### src/sv/frdr_pkg.sv
// frdr_pkg: shared constants, tap table and control types of the resampler
// depends on nothing; used by frdr_mac, the top level, the output checker and the testbench
package frdr_pkg;

    // window length and default sample width
    localparam int TAPS        = 23;
    localparam int SAMPLE_BITS = 16;

    // tap coefficients and product shift
    localparam int COEF_W      = 16;
    localparam int ROUND_SHIFT = 15;

    // window position, Q12.16, and sample counter
    localparam int POS_W  = 28;
    localparam int FRAC_W = 16;
    localparam int SSN_W  = 12;

    // rate ratio register, unsigned Q5.16
    localparam int RATIO_W = 21;
    localparam logic [RATIO_W-1:0] RATIO_MIN   = 21'd65536;
    localparam logic [RATIO_W-1:0] RATIO_MAX   = 21'd1048576;
    localparam logic [RATIO_W-1:0] RATIO_RESET = 21'd196608;

    // configuration register indexes
    localparam int CFG_IDX_W = 2;
    localparam logic [CFG_IDX_W-1:0] REG_CAPTURE_ENABLE = 2'd0;
    localparam logic [CFG_IDX_W-1:0] REG_RATE_RATIO     = 2'd1;

    // counter over the taps, one extra count marks the end of a pass
    localparam int CNT_W = $clog2(TAPS + 1);
    localparam int IDX_W = $clog2(TAPS);

    // normalized sinc taps, cutoff one third, sum 32768; entry 0 meets the oldest sample
    localparam logic signed [COEF_W-1:0] TAP_COEF [TAPS] = '{
        -16'sd860,  -16'sd946,  16'sd0,     16'sd1183,  16'sd1352,  16'sd0,
        -16'sd1892, -16'sd2366, 16'sd0,     16'sd4731,  16'sd9462,  16'sd11440,
        16'sd9462,  16'sd4731,  16'sd0,     -16'sd2366, -16'sd1892, 16'sd0,
        16'sd1352,  16'sd1183,  16'sd0,     -16'sd946,  -16'sd860
    };

    // control from the sequencer to the multiply-accumulate unit
    typedef struct packed {
        logic clear;
        logic step;
    } mac_ctrl_t;

endpackage

### src/sv/frdr_cell.sv
// frdr_cell: one history cell of the sample ring
// depends on nothing but its width parameter
module frdr_cell #(
    parameter int W = 16
) (
    input  logic         clk,
    input  logic         rst_n,
    input  logic         clear,
    input  logic         shift,
    input  logic [W-1:0] d,
    output logic [W-1:0] q
);

    logic [W-1:0] value_reg;
    logic [W-1:0] value_next;

    // clear wins over a shift from the neighbor
    always_comb
    begin
        value_next = value_reg;
        if (clear)
        begin
            value_next = '0;
        end
        else if (shift)
        begin
            value_next = d;
        end
    end

    always_ff @(posedge clk or negedge rst_n)
    begin
        if (!rst_n)
        begin
            value_reg <= '0;
        end
        else
        begin
            value_reg <= value_next;
        end
    end

    assign q = value_reg;

endmodule

### src/sv/frdr_mac.sv
// frdr_mac: shared multiply-accumulate over the taps, with rounding and saturation
// depends on frdr_pkg for the tap table and the control struct
module frdr_mac #(
    parameter int SAMPLE_BITS = frdr_pkg::SAMPLE_BITS
) (
    input  logic                           clk,
    input  logic                           rst_n,
    input  frdr_pkg::mac_ctrl_t            ctrl,
    input  logic [frdr_pkg::IDX_W-1:0]     coef_idx,
    input  logic signed [SAMPLE_BITS-1:0]  sample,
    output logic signed [SAMPLE_BITS-1:0]  result
);

    localparam int PROD_W = SAMPLE_BITS + frdr_pkg::COEF_W;
    localparam int ACC_W  = PROD_W + $clog2(frdr_pkg::TAPS);
    localparam int Q_W    = ACC_W + 1 - frdr_pkg::ROUND_SHIFT;

    logic signed [PROD_W-1:0] prod_reg;
    logic                     prod_valid_reg;
    logic signed [ACC_W-1:0]  acc_reg;
    logic signed [ACC_W-1:0]  acc_next;
    logic signed [ACC_W:0]    rounded;
    logic signed [Q_W-1:0]    scaled;
    logic signed [Q_W-1:0]    sat_hi;
    logic signed [Q_W-1:0]    sat_lo;

    // product stage, registered before the add
    always_ff @(posedge clk)
    begin
        prod_reg <= PROD_W'(sample) * PROD_W'(frdr_pkg::TAP_COEF[coef_idx]);
    end

    always_ff @(posedge clk or negedge rst_n)
    begin
        if (!rst_n)
        begin
            prod_valid_reg <= 1'b0;
        end
        else
        begin
            prod_valid_reg <= ctrl.step;
        end
    end

    // accumulate stage
    always_comb
    begin
        acc_next = acc_reg;
        if (ctrl.clear)
        begin
            acc_next = '0;
        end
        else if (prod_valid_reg)
        begin
            acc_next = acc_reg + ACC_W'(prod_reg);
        end
    end

    always_ff @(posedge clk)
    begin
        acc_reg <= acc_next;
    end

    // round to nearest, ties up, then saturate
    assign rounded = (ACC_W+1)'(acc_reg) + (ACC_W+1)'(1 << (frdr_pkg::ROUND_SHIFT - 1));
    assign scaled  = Q_W'(rounded >>> frdr_pkg::ROUND_SHIFT);
    assign sat_hi  = {{(Q_W-SAMPLE_BITS+1){1'b0}}, {(SAMPLE_BITS-1){1'b1}}};
    assign sat_lo  = ~sat_hi;

    always_comb
    begin
        if (scaled > sat_hi)
        begin
            result = sat_hi[SAMPLE_BITS-1:0];
        end
        else if (scaled < sat_lo)
        begin
            result = sat_lo[SAMPLE_BITS-1:0];
        end
        else
        begin
            result = scaled[SAMPLE_BITS-1:0];
        end
    end

endmodule

### src/sv/fractional_decimating_fir_resampler_core.sv
// fractional_decimating_fir_resampler_core: top level of the fractional sinc resampler
// depends on frdr_pkg, frdr_cell and frdr_mac
//
// Usage
// - input channel in_valid / in_stall / in_sample carries one mono sample per word;
//   output channel out_valid / out_stall / out_sample carries one filtered word
// - each input word gives zero or one output word; output windows start at
//   round(k * rate_ratio) input samples, rate_ratio unsigned Q5.16 in 1.0 .. 16.0
// - a word that completes no window is taken and in_stall stays low
// - a word that completes a window rotates the 23-cell history ring once past a single
//   shared multiplier: a multiply step for each tap, then a drain step and a rounding step;
//   in_stall stays high until the rounding step hands the result to the output register
// - the output register holds a finished word while the next input word is taken;
//   if out_stall keeps it full, the next finished word waits in the rounding step
// - capture_enable low: input words are taken and dropped, history and phase cleared;
//   writing 0 clears them at once; configuration must be written only while idle (the block does not enforce this)
// - reset clears history, phase, enable and the output valid flag; ratio resets to 3.0
module fractional_decimating_fir_resampler_core #(
    parameter int SAMPLE_BITS = frdr_pkg::SAMPLE_BITS
) (
    input  logic                                clk,
    input  logic                                rst_n,
    input  logic                                cfg_write,
    input  logic [frdr_pkg::CFG_IDX_W-1:0]      cfg_index,
    input  logic [frdr_pkg::RATIO_W-1:0]        cfg_data,
    input  logic                                in_valid,
    output logic                                in_stall,
    input  logic signed [SAMPLE_BITS-1:0]       in_sample,
    output logic                                out_valid,
    input  logic                                out_stall,
    output logic signed [SAMPLE_BITS-1:0]       out_sample
);

    localparam int TAPS   = frdr_pkg::TAPS;
    localparam int POS_W  = frdr_pkg::POS_W;
    localparam int FRAC_W = frdr_pkg::FRAC_W;
    localparam int SSN_W  = frdr_pkg::SSN_W;
    localparam int INT_W  = POS_W + 1 - FRAC_W;
    localparam int CNT_W  = frdr_pkg::CNT_W;
    localparam int IDX_W  = frdr_pkg::IDX_W;

    typedef enum logic [3:0] {
        S_IDLE  = 4'b0001,
        S_MAC   = 4'b0010,
        S_DRAIN = 4'b0100,
        S_DONE  = 4'b1000
    } state_t;

    state_t                           state_reg;
    state_t                           state_next;
    logic [CNT_W-1:0]                 cnt_reg;
    logic [CNT_W-1:0]                 cnt_next;
    logic                             enable_reg;
    logic [frdr_pkg::RATIO_W-1:0]     ratio_reg;
    logic [POS_W-1:0]                 wp_reg;
    logic [POS_W-1:0]                 wp_next;
    logic [SSN_W-1:0]                 ssn_reg;
    logic [SSN_W-1:0]                 ssn_next;
    logic [POS_W:0]                   pos_sum_reg;
    logic                             out_valid_reg;
    logic signed [SAMPLE_BITS-1:0]    out_sample_reg;

    logic                             in_accept;
    logic                             cfg_clear;
    logic                             ring_clear;
    logic                             ring_shift;
    logic                             rotating;
    logic [SSN_W-1:0]                 ssn_inc;
    logic [POS_W:0]                   start_sum;
    logic [INT_W-1:0]                 start_idx;
    logic                             hit;
    logic [INT_W-1:0]                 rebase_n;
    logic [INT_W-1:0]                 pos_int;
    logic                             out_free;
    logic [frdr_pkg::RATIO_W-1:0]     ratio_clamped;
    logic signed [SAMPLE_BITS-1:0]    mac_result;
    frdr_pkg::mac_ctrl_t              mac_ctrl;
    logic [SAMPLE_BITS-1:0]           cell_q [TAPS];
    logic [SAMPLE_BITS-1:0]           cell_d [TAPS];

    // handshake
    assign in_stall  = (state_reg != S_IDLE);
    assign in_accept = in_valid && !in_stall;
    assign out_free  = !out_valid_reg || !out_stall;
    assign rotating  = (state_reg == S_MAC);

    // window check: does the new sample close the current window
    assign ssn_inc   = ssn_reg + SSN_W'(1);
    assign start_sum = {1'b0, wp_reg} + (POS_W+1)'(1 << (FRAC_W - 1));
    assign start_idx = start_sum[POS_W:FRAC_W];
    assign hit       = ((INT_W+1)'(ssn_inc) == (INT_W+1)'(start_idx) + (INT_W+1)'(TAPS));

    // rebase amount: the smaller of the position's integer part and the count
    assign pos_int  = pos_sum_reg[POS_W:FRAC_W];
    assign rebase_n = (pos_int > INT_W'(ssn_reg)) ? INT_W'(ssn_reg) : pos_int;

    // ratio clamp on write
    always_comb
    begin
        if (cfg_data < frdr_pkg::RATIO_MIN)
        begin
            ratio_clamped = frdr_pkg::RATIO_MIN;
        end
        else if (cfg_data > frdr_pkg::RATIO_MAX)
        begin
            ratio_clamped = frdr_pkg::RATIO_MAX;
        end
        else
        begin
            ratio_clamped = cfg_data;
        end
    end

    assign cfg_clear = cfg_write && (cfg_index == frdr_pkg::REG_CAPTURE_ENABLE) && !cfg_data[0];

    // configuration registers
    always_ff @(posedge clk or negedge rst_n)
    begin
        if (!rst_n)
        begin
            enable_reg <= 1'b0;
            ratio_reg  <= frdr_pkg::RATIO_RESET;
        end
        else if (cfg_write)
        begin
            case (cfg_index)
                frdr_pkg::REG_CAPTURE_ENABLE: enable_reg <= cfg_data[0];
                frdr_pkg::REG_RATE_RATIO:     ratio_reg  <= ratio_clamped;
                default:                      ;
            endcase
        end
    end

    // sample ring: shift in on enabled accept, else clear; rotate through the multiplier during a pass
    assign ring_clear = cfg_clear || (in_accept && !enable_reg);
    assign ring_shift = (in_accept && enable_reg) || rotating;

    always_comb
    begin
        cell_d[0] = rotating ? cell_q[TAPS-1] : in_sample;
        for (int i = 1; i < TAPS; i++)
        begin
            cell_d[i] = cell_q[i-1];
        end
    end

    for (genvar g = 0; g < TAPS; g++)
    begin : g_cell
        frdr_cell #(
            .W (SAMPLE_BITS)
        ) u_cell (
            .clk   (clk),
            .rst_n (rst_n),
            .clear (ring_clear),
            .shift (ring_shift),
            .d     (cell_d[g]),
            .q     (cell_q[g])
        );
    end

    // shared multiply-accumulate
    assign mac_ctrl.clear = in_accept;
    assign mac_ctrl.step  = rotating;

    frdr_mac #(
        .SAMPLE_BITS (SAMPLE_BITS)
    ) u_mac (
        .clk      (clk),
        .rst_n    (rst_n),
        .ctrl     (mac_ctrl),
        .coef_idx (cnt_reg[IDX_W-1:0]),
        .sample   (cell_q[TAPS-1]),
        .result   (mac_result)
    );

    // sequencer
    always_comb
    begin
        state_next = state_reg;
        cnt_next   = cnt_reg;
        case (state_reg)
            S_IDLE:
            begin
                if (in_accept && enable_reg && hit)
                begin
                    state_next = S_MAC;
                    cnt_next   = '0;
                end
            end
            S_MAC:
            begin
                cnt_next = cnt_reg + CNT_W'(1);
                if (cnt_reg == CNT_W'(TAPS - 1))
                begin
                    state_next = S_DRAIN;
                end
            end
            S_DRAIN:
            begin
                state_next = S_DONE;
            end
            S_DONE:
            begin
                if (out_free)
                begin
                    state_next = S_IDLE;
                end
            end
            default:
            begin
                state_next = S_IDLE;
            end
        endcase
    end

    always_ff @(posedge clk or negedge rst_n)
    begin
        if (!rst_n)
        begin
            state_reg <= S_IDLE;
            cnt_reg   <= '0;
        end
        else
        begin
            state_reg <= state_next;
            cnt_reg   <= cnt_next;
        end
    end

    // window position and sample count
    always_comb
    begin
        wp_next  = wp_reg;
        ssn_next = ssn_reg;
        if (ring_clear)
        begin
            wp_next  = '0;
            ssn_next = '0;
        end
        else if (in_accept)
        begin
            ssn_next = ssn_inc;
        end
        else if (rotating && (cnt_reg == CNT_W'(1)))
        begin
            wp_next  = POS_W'({pos_int - rebase_n, pos_sum_reg[FRAC_W-1:0]});
            ssn_next = ssn_reg - SSN_W'(rebase_n);
        end
    end

    always_ff @(posedge clk or negedge rst_n)
    begin
        if (!rst_n)
        begin
            wp_reg  <= '0;
            ssn_reg <= '0;
        end
        else
        begin
            wp_reg  <= wp_next;
            ssn_reg <= ssn_next;
        end
    end

    // advance by the ratio in the first cycle of a pass
    always_ff @(posedge clk)
    begin
        if (rotating && (cnt_reg == '0))
        begin
            pos_sum_reg <= {1'b0, wp_reg} + (POS_W+1)'(ratio_reg);
        end
    end

    // output register
    always_ff @(posedge clk or negedge rst_n)
    begin
        if (!rst_n)
        begin
            out_valid_reg <= 1'b0;
        end
        else if ((state_reg == S_DONE) && out_free)
        begin
            out_valid_reg <= 1'b1;
        end
        else if (!out_stall)
        begin
            out_valid_reg <= 1'b0;
        end
    end

    always_ff @(posedge clk)
    begin
        if ((state_reg == S_DONE) && out_free)
        begin
            out_sample_reg <= mac_result;
        end
    end

    assign out_valid  = out_valid_reg;
    assign out_sample = out_sample_reg;

    // checks
    a_disabled_clears: assert property (@(posedge clk) disable iff (!rst_n)
        (in_accept && !enable_reg) |=> (ssn_reg == '0 && wp_reg == '0))
        else $error("dropped word did not clear the phase");

    a_out_from_done: assert property (@(posedge clk) disable iff (!rst_n)
        $rose(out_valid_reg) |-> $past(state_reg == S_DONE))
        else $error("output word loaded outside the rounding step");

    a_drain_after_full_pass: assert property (@(posedge clk) disable iff (!rst_n)
        (state_reg == S_DRAIN) |-> (cnt_reg == CNT_W'(TAPS)))
        else $error("multiply pass ended early or late");

    a_done_delivers: assert property (@(posedge clk) disable iff (!rst_n)
        (state_reg == S_DONE && out_free) |=> (state_reg == S_IDLE && out_valid_reg))
        else $error("finished word not handed to the output register");

endmodule

### config.mk
export PLATFORM = sky130hd
export DESIGN_NAME = fractional_decimating_fir_resampler_core
export DESIGN_NICKNAME = d
export VERILOG_FILES = /design/src/sv/frdr_pkg.sv /design/src/sv/frdr_cell.sv /design/src/sv/frdr_mac.sv /design/src/sv/fractional_decimating_fir_resampler_core.sv
export SDC_FILE = /design/constraint.sdc
export NUM_CORES = 2
export LEC_CHECK = 0
export ABC_AREA = 1
export BUFFER_PORTS_ARGS = -buffer_cell sky130_fd_sc_hd__buf_2
export CAP_MARGIN = 10
export CORE_UTILIZATION = 47
export DETAILED_ROUTE_END_ITERATION = 16
export HOLD_SLACK_MARGIN = 0.08
export PLACE_DENSITY = 0.66
export SKIP_CTS_REPAIR_TIMING = 1
export SLEW_MARGIN = 10
export SYNTH_ARGS = -nofsm -noshare
export SYNTH_HDL_FRONTEND = slang
export SYNTH_SLANG_ARGS = --single-unit
### constraint.sdc
create_clock -name clk -period 7.57 [get_ports clk]
set_input_delay 1.514 -clock clk [delete_from_list [all_inputs] [get_ports clk]]
set_output_delay 1.514 -clock clk [all_outputs]
set_load 0.01 [all_outputs]
### Word level (Yosys, flattened, before mapping)

Memories as Yosys holds them, arrays and structs flattened.
Index checks and enable logic that the tools add are counted.

* flip-flop bits (word level): 555
* input bits: 44
* logic and storage cells: 162
* bits in latches: 0
* memory bits (read-only): 512
* memories: 1
* bits in writable memories: 0
* output and inout port bits: 18

Memory list
* (name not given): depth 32, bits a word 16, read ports 1, clocked after Yosys merged registers in 0, write ports 0, line frdr_mac.sv:30 `prod_reg <= PROD_W'(sample) * PROD_W'(frdr_pkg::TAP_COEF[coef_idx]);`

* muxes and demuxes: 67
* reduce and logical (&&, ||, !) cells: 28
* equality and inequality tests: 14
* add/subtract/negate cells: 9
* magnitude comparators: 6
* shifts and indexed selects: 0
* divide/modulo/power cells: 0
* bitwise operators: 1
* multipliers: 1

Operators by type and width (count)
* $mux 16: 50
* $mux 28: 3
* $mux 12: 4
* $mux 21: 2
* $add 37x16->38 const B: 1
* $add 37x32->37: 1
* $mul 16x16->32: 1
* $add 28x16->29 const B: 1
* $add 28x21->29: 1
* $sub 12x12->12: 2
* $gt 23x16->1 const B: 1
* $lt 23x16->1 const B: 1
* $gt 21x21->1 const B: 1
* $lt 21x17->1 const B: 1
* $pmux 4 s4: 1
* $add 13x5->14 const B: 1
* $eq 12x14->1: 1
* $gt 13x12->1: 1
* $add 12x1->12 const B: 1
* $mux 4: 3
* $pmux 5 s2: 1
* $logic_and 1x1->1: 9
* $reduce_and 2->1: 4
* $ge 6x6->1 const B: 1
* 21 further kinds: 33

### Logic depth before layout (Yosys ltp)

* depth in word-level cells: 7
* mapped depth: 36
* depth with buffers taken out: 35

### Cells and area by module

Synthesis repeated with hierarchy kept, for this count alone.

* cell total of the unflattened synthesis: 4903
* area, all modules: 39140.0 sq um

By module, submodules not included
* frdr_mac: area an instance 16012.9 sq um, cells each 2236, sequential area each 1406.3 sq um, times used 1
* frdr_cell: area an instance 648.1 sq um, cells each 70, sequential area each 400.4 sq um, times used 23
* fractional_decimating_fir_resampler_core: area an instance 8220.4 sq um, cells each 1057, sequential area each 3156.8 sq um, times used 1

### Least setup slack after synthesis

No wires, ideal clock.

* kind: reg-to-reg
* start: reg cnt_reg[2]
* end: reg u_mac.prod_reg[29]
* setup slack: 0.569 ns
* clock period less this slack: 7.001 ns
* data required time: 7.443 ns
* path buffers: 3
* setup time: 0.127 ns
* arrival time: 6.875 ns
* stages on the path, launching flop included: 27
* cells stage by stage: dfrtp_1 -> clkbuf_1 -> inv_1 -> buf_1 -> nor3_1 -> a31oi_1 -> nand3_1 -> inv_1 -> clkbuf_1 -> nand2_1 -> fa_1 -> inv_1 -> fa_1 -> inv_1 -> fa_1 -> inv_1 -> fa_1 -> fa_1 -> inv_1 -> fa_1 -> inv_1 -> ha_1 -> a21oi_1 -> o211ai_1 -> a21boi_0 -> o21ai_0 -> xor2_1

* longest elaborated chain between the ends: 5

Ends and longest elaborated chain
* start: declaration: line fractional_decimating_fir_resampler_core.sv:51 `logic [CNT_W-1:0] cnt_reg;`
* start signal: assignment: line fractional_decimating_fir_resampler_core.sv:226 `cnt_reg <= cnt_next;`
* $not 5->6 (implied by the code): line frdr_mac.sv:30
* $mem_v2 32x16
* $mux 16 (implied by the code) (2 in a row): line frdr_mac.sv:30
* $mul 16x16->32: line frdr_mac.sv:30
* end signal: assignment: line frdr_mac.sv:30
* end: declaration: line frdr_mac.sv:18 `logic signed [PROD_W-1:0] prod_reg;`

Every way passes these cells. The select of a mux whose other input is x is not followed.
A chain may end at the register's enable or synchronous reset.

### Worst setup path in the final report

* start: reg cnt_reg[0]
* end: reg u_mac.prod_reg[29]

The elaborated chain is that of the path after synthesis.

==> flow_summary_export.csv <==
group,metric,value,unit
clock_tree,clock_latency,0.63,ns
clock_tree,clock_tree.htree_level_count,2,
setup_path,crit_path_end_kind,"flop",
timing,max_freq,138,MHz
finish,layout-area-overhead-vs-synth,9.49,%
setup_path,worstPathBufferInverterCount,5,
routing,num_vias,27479,
global_route,maximum_number_of_pins_on_one_net_before_global_route_repair,223,
setup_path,critical_path_required,8.12,ns
power_and_ir_drop,power.static_leakage,19.4,nW
setup_path,worst_path_dominant_cell_family,"adder cells",
min_path,min_path_cells,2,
routing,number_of_detailed_route_iterations_in_the_first_pass,5,
power_and_ir_drop,worst_ir_drop_vdd,0.243,mV
logic_synthesis,synth_seq_area_share,37.7,%
routing,vias_per_cell,5.17,
placement,finalWeightedCongestion,0.956,
timing,fin_crit,7.25,ns
power_and_ir_drop,power_density,303,mW/mm^2
finish,finish.net_count,4738,
logic_synthesis,synth_enable_flop_cells,45,
timing,final_max_tran_viols,0,
placement,detailed_place_hpwl,62.2,mm
routing,drt_wl_total,83.8,mm
outcome,status,"completed",
timing,finalSetupViolCount,0,
logic_synthesis,synth_cells,4213,
die,floorplan.die_area,0.0788,mm^2
setup_path,timing.critical_path.fanout_max,13,
power_and_ir_drop,power.total,0.0121,W
clock_tree,cts_max_path_buffers,3,
logic_synthesis,yosysUniqueCellTypes,59,
timing,worst-slew-pin-transition,1.16,ns
logic_synthesis,post_synth_net_total,4710,
die,fp-row-count,101,
setup_path,path_class,"reg2reg",
clock_tree,number_of_buffers_created_by_cts,59,
routing,drcViolationCount,0,
die,core_region_area,0.0763,mm^2
global_route,gr_overflow_total,0,
clock_tree,path_clk_slew,0.06,ns
setup_path,worst_r2r_path_depth,28,
logic_synthesis,synth_area,0.0365,mm^2
setup_path,cp_slowest_stage_delay,0.54,ns
routing,drt_first_iter_violations,1714,
setup_path,crit_path_start_kind,"flop",
global_route,first_global_vias,27308,
clock_tree,tritoncts_num_sinks,555,
clock_tree,tritoncts,"built",
die,io_pins,62,
timing,max-slew-margin-rel,22.6,%
setup_path,crit_path_frequent_cell,"fa_1",
routing,drtAntennaViolNets,0,
placement,number_of_port_buffers,61,
finish,largest_reg_flops,368,
job,cap_viol_max_count,0,
finish,post_route_non_filler_standard_cell_count,5316,
die,fp.dieH,281,um
timing,period_share,95.8,%
logic_synthesis,postSynthAreaPerCell,8.66,um^2
logic_synthesis,synthesis_warnings,0,
timing,skew,0.00723,ns
global_route,global_route_wire_length_before_repair,139,mm
setup_path,path_length_in_cells_of_the_critical_path,28,
routing,post_drt_wl_per_cell,15.8,um
setup_path,worst_ep_arrival_time,7.80,ns
logic_synthesis,synth-seq-cells,555,
setup_path,crit_path_top_delay_cell,"fa_1",
global_route,grt_antenna_before_repair,1,
clock_tree,cts_root_buf,"clkbuf_16",
min_path,hp-class,"reg2reg",
timing,hold_viol,0,
placement,place.detailed.instances,5206,
finish,fillCellCount,7215,
die,start_util,47.8,%
logic_synthesis,synthFlopType,"dfrtp_1",
logic_synthesis,synth_async_sr_flop_share,79.5,%
finish,final_layout_size_suffix_gt1_share,6.49,%
global_route,global_route.usage.total,21.6,%
die,chipWidth,281,um
finish,antenna_diode_count,0,
==> worst register-to-register path: cells and delay by family (launching register included) <==
kind	cells	cell delay, ns
DFF	1	0.45
AOI/OAI and AO/OA	4	0.71
xor gates and xnor gates	1	0.16
buffers and inverters	5	0.52
and+or+nand+nor	10	1.60
adders and majority gates	8	3.74
==> cell usage in the layout (no fill, tap or decap), types with 40 or more instances in the layout <==
master | Yosys | routed
nor2_1 | 316 | 315
clkbuf_16 | 0 | 59
inv_1 | 969 | 965
dfrtp_1 | 438 | 436
edfxtp_1 | 45 | 45
nand2_1 | 579 | 576
dfxtp_1 | 69 | 69
ha_1 | 186 | 186
buf_4 | 1 | 49
xor2_1 | 76 | 76
o21ai_0 | 146 | 145
xnor2_1 | 40 | 40
nand3_1 | 112 | 111
fa_1 | 267 | 266
o22ai_1 | 381 | 381
a21oi_1 | 166 | 166
buf_2 | 39 | 60
==> per-layer routing <==
| layer | routed length (um) | vias up | track usage [%] |
|---|---|---|---|
| li1 | - | 13552 | - |
| met1 | 40100 | 13226 | 31.2 |
| met2 | 38000 | 555 | 34.6 |
| met3 | 3740 | 144 | 2.53 |
| met4 | 2020 | 2 | 5.90 |
| met5 | 8 | - | 0 |
==> cells in the mapped netlist, types with 3 or more instances <==
cell type | instances | area (um^2)
or2_2 | 7 | 43.8
nor2_1 | 316 | 1190
nor3_2 | 3 | 30.0
clkbuf_1 | 99 | 372
ha_1 | 186 | 2330
a21oi_1 | 166 | 831
a21boi_0 | 5 | 37.5
nand3_1 | 112 | 561
nand2_1 | 579 | 2170
o21ai_1 | 8 | 40.0
buf_1 | 6 | 22.5
nand2_2 | 10 | 62.6
inv_1 | 969 | 3640
nor4_1 | 16 | 100
edfxtp_1 | 45 | 1350
nand3b_1 | 3 | 22.5
inv_2 | 9 | 33.8
o21bai_1 | 23 | 173
clkinv_1 | 12 | 45.0
nor3_1 | 23 | 115
o31ai_1 | 4 | 30.0
o221ai_1 | 6 | 52.6
a31o_2 | 3 | 26.3
o211ai_1 | 27 | 203
nand4_1 | 27 | 169
xor2_1 | 76 | 666
a32o_1 | 15 | 150
nand3_2 | 4 | 40.0
a211oi_1 | 4 | 30.0
o22ai_1 | 381 | 2380
o21ai_0 | 146 | 731
buf_2 | 39 | 195
a31oi_1 | 20 | 125
dfstp_2 | 3 | 78.8
dfxtp_1 | 69 | 1380
xnor2_1 | 40 | 350
dfrtp_1 | 438 | 11000
o21a_1 | 8 | 60.1
a22o_1 | 3 | 26.3
nor2_2 | 6 | 37.5
a21o_1 | 11 | 82.6
fa_1 | 267 | 5350
==> layout make-up <==
cell class	instances	area (um^2)	share of cell area, %
clock buffers	83	1710	4.27
flip-flops and latches	555	13800	34.5
repair buffers	114	763	1.91
multi-input cells	2521	18400	46.1
inverters	990	3720	9.32
clock inverters	23	264	0.661
well taps	1030	1290	3.22
==> cell families after synthesis <==
group,count (synthesis),synth area share [%]
buffers and inverters,1137,11.9
AND/OR/NAND/NOR,1114,12.7
AO/OA/AOI/OAI,837,13.8
flip-flops,555,37.7
adder cells (fa/ha/maj),453,21.0
XOR/XNOR,116,2.78
multiplexers,1,0.0274
==> worst paths after layout <==
| path | startpoint | to | slack [ns] |
|---|---|---|---|
| min reg2reg | pos_sum_reg[7]$_DFFE_PP_ | wp_reg[7]$_DFFE_PN0P_ | 0.47 |
| max in group asynchronous | rst_n | state_reg[2]$_DFFE_PN0P_ | 5.08 |
| min in group asynchronous | rst_n | g_cell[9].u_cell.q[15]$_DFFE_PN0P_ | 0.93 |
| max | cnt_reg[0]$_DFFE_PN0P_ | u_mac.prod_reg[29]$_DFF_P_ | 0.32 |
| max reg2reg | cnt_reg[0]$_DFFE_PN0P_ | u_mac.prod_reg[29]$_DFF_P_ | 0.32 |
| min | pos_sum_reg[7]$_DFFE_PP_ | wp_reg[7]$_DFFE_PN0P_ | 0.47 |
==> through the flow <==
stage	TNS [ns]	setup WS (ns)	hold WS (ns)	cell area [um^2]	utilization, %
6_report	0	0.318	0.474	40000	52.4
3_5_place_dp	0	0.0612	0.463	37900	49.7
4_1_cts	0	0.0464	0.477	39900	52.3
3_3_place_gp	0	0.218	0.456	37900	49.7
5_1_grt	-0.0545	-0.0545	0.501	40000	52.4
2_1_floorplan	0	0.569	0.446	36500	-
==> power by group <==
| group | switching [W] | internal, W | leakage [nW] |
|---|---|---|---|
| Combinational | 0.00345 | 0.00202 | 11.5 |
| Clock | 0.00120 | 0.00168 | 0.978 |
| Sequential | 0.000198 | 0.00358 | 6.98 |
| Total | 0.00485 | 0.00728 | 19.4 |
Note: power is estimated with default switching activity, not from simulation.
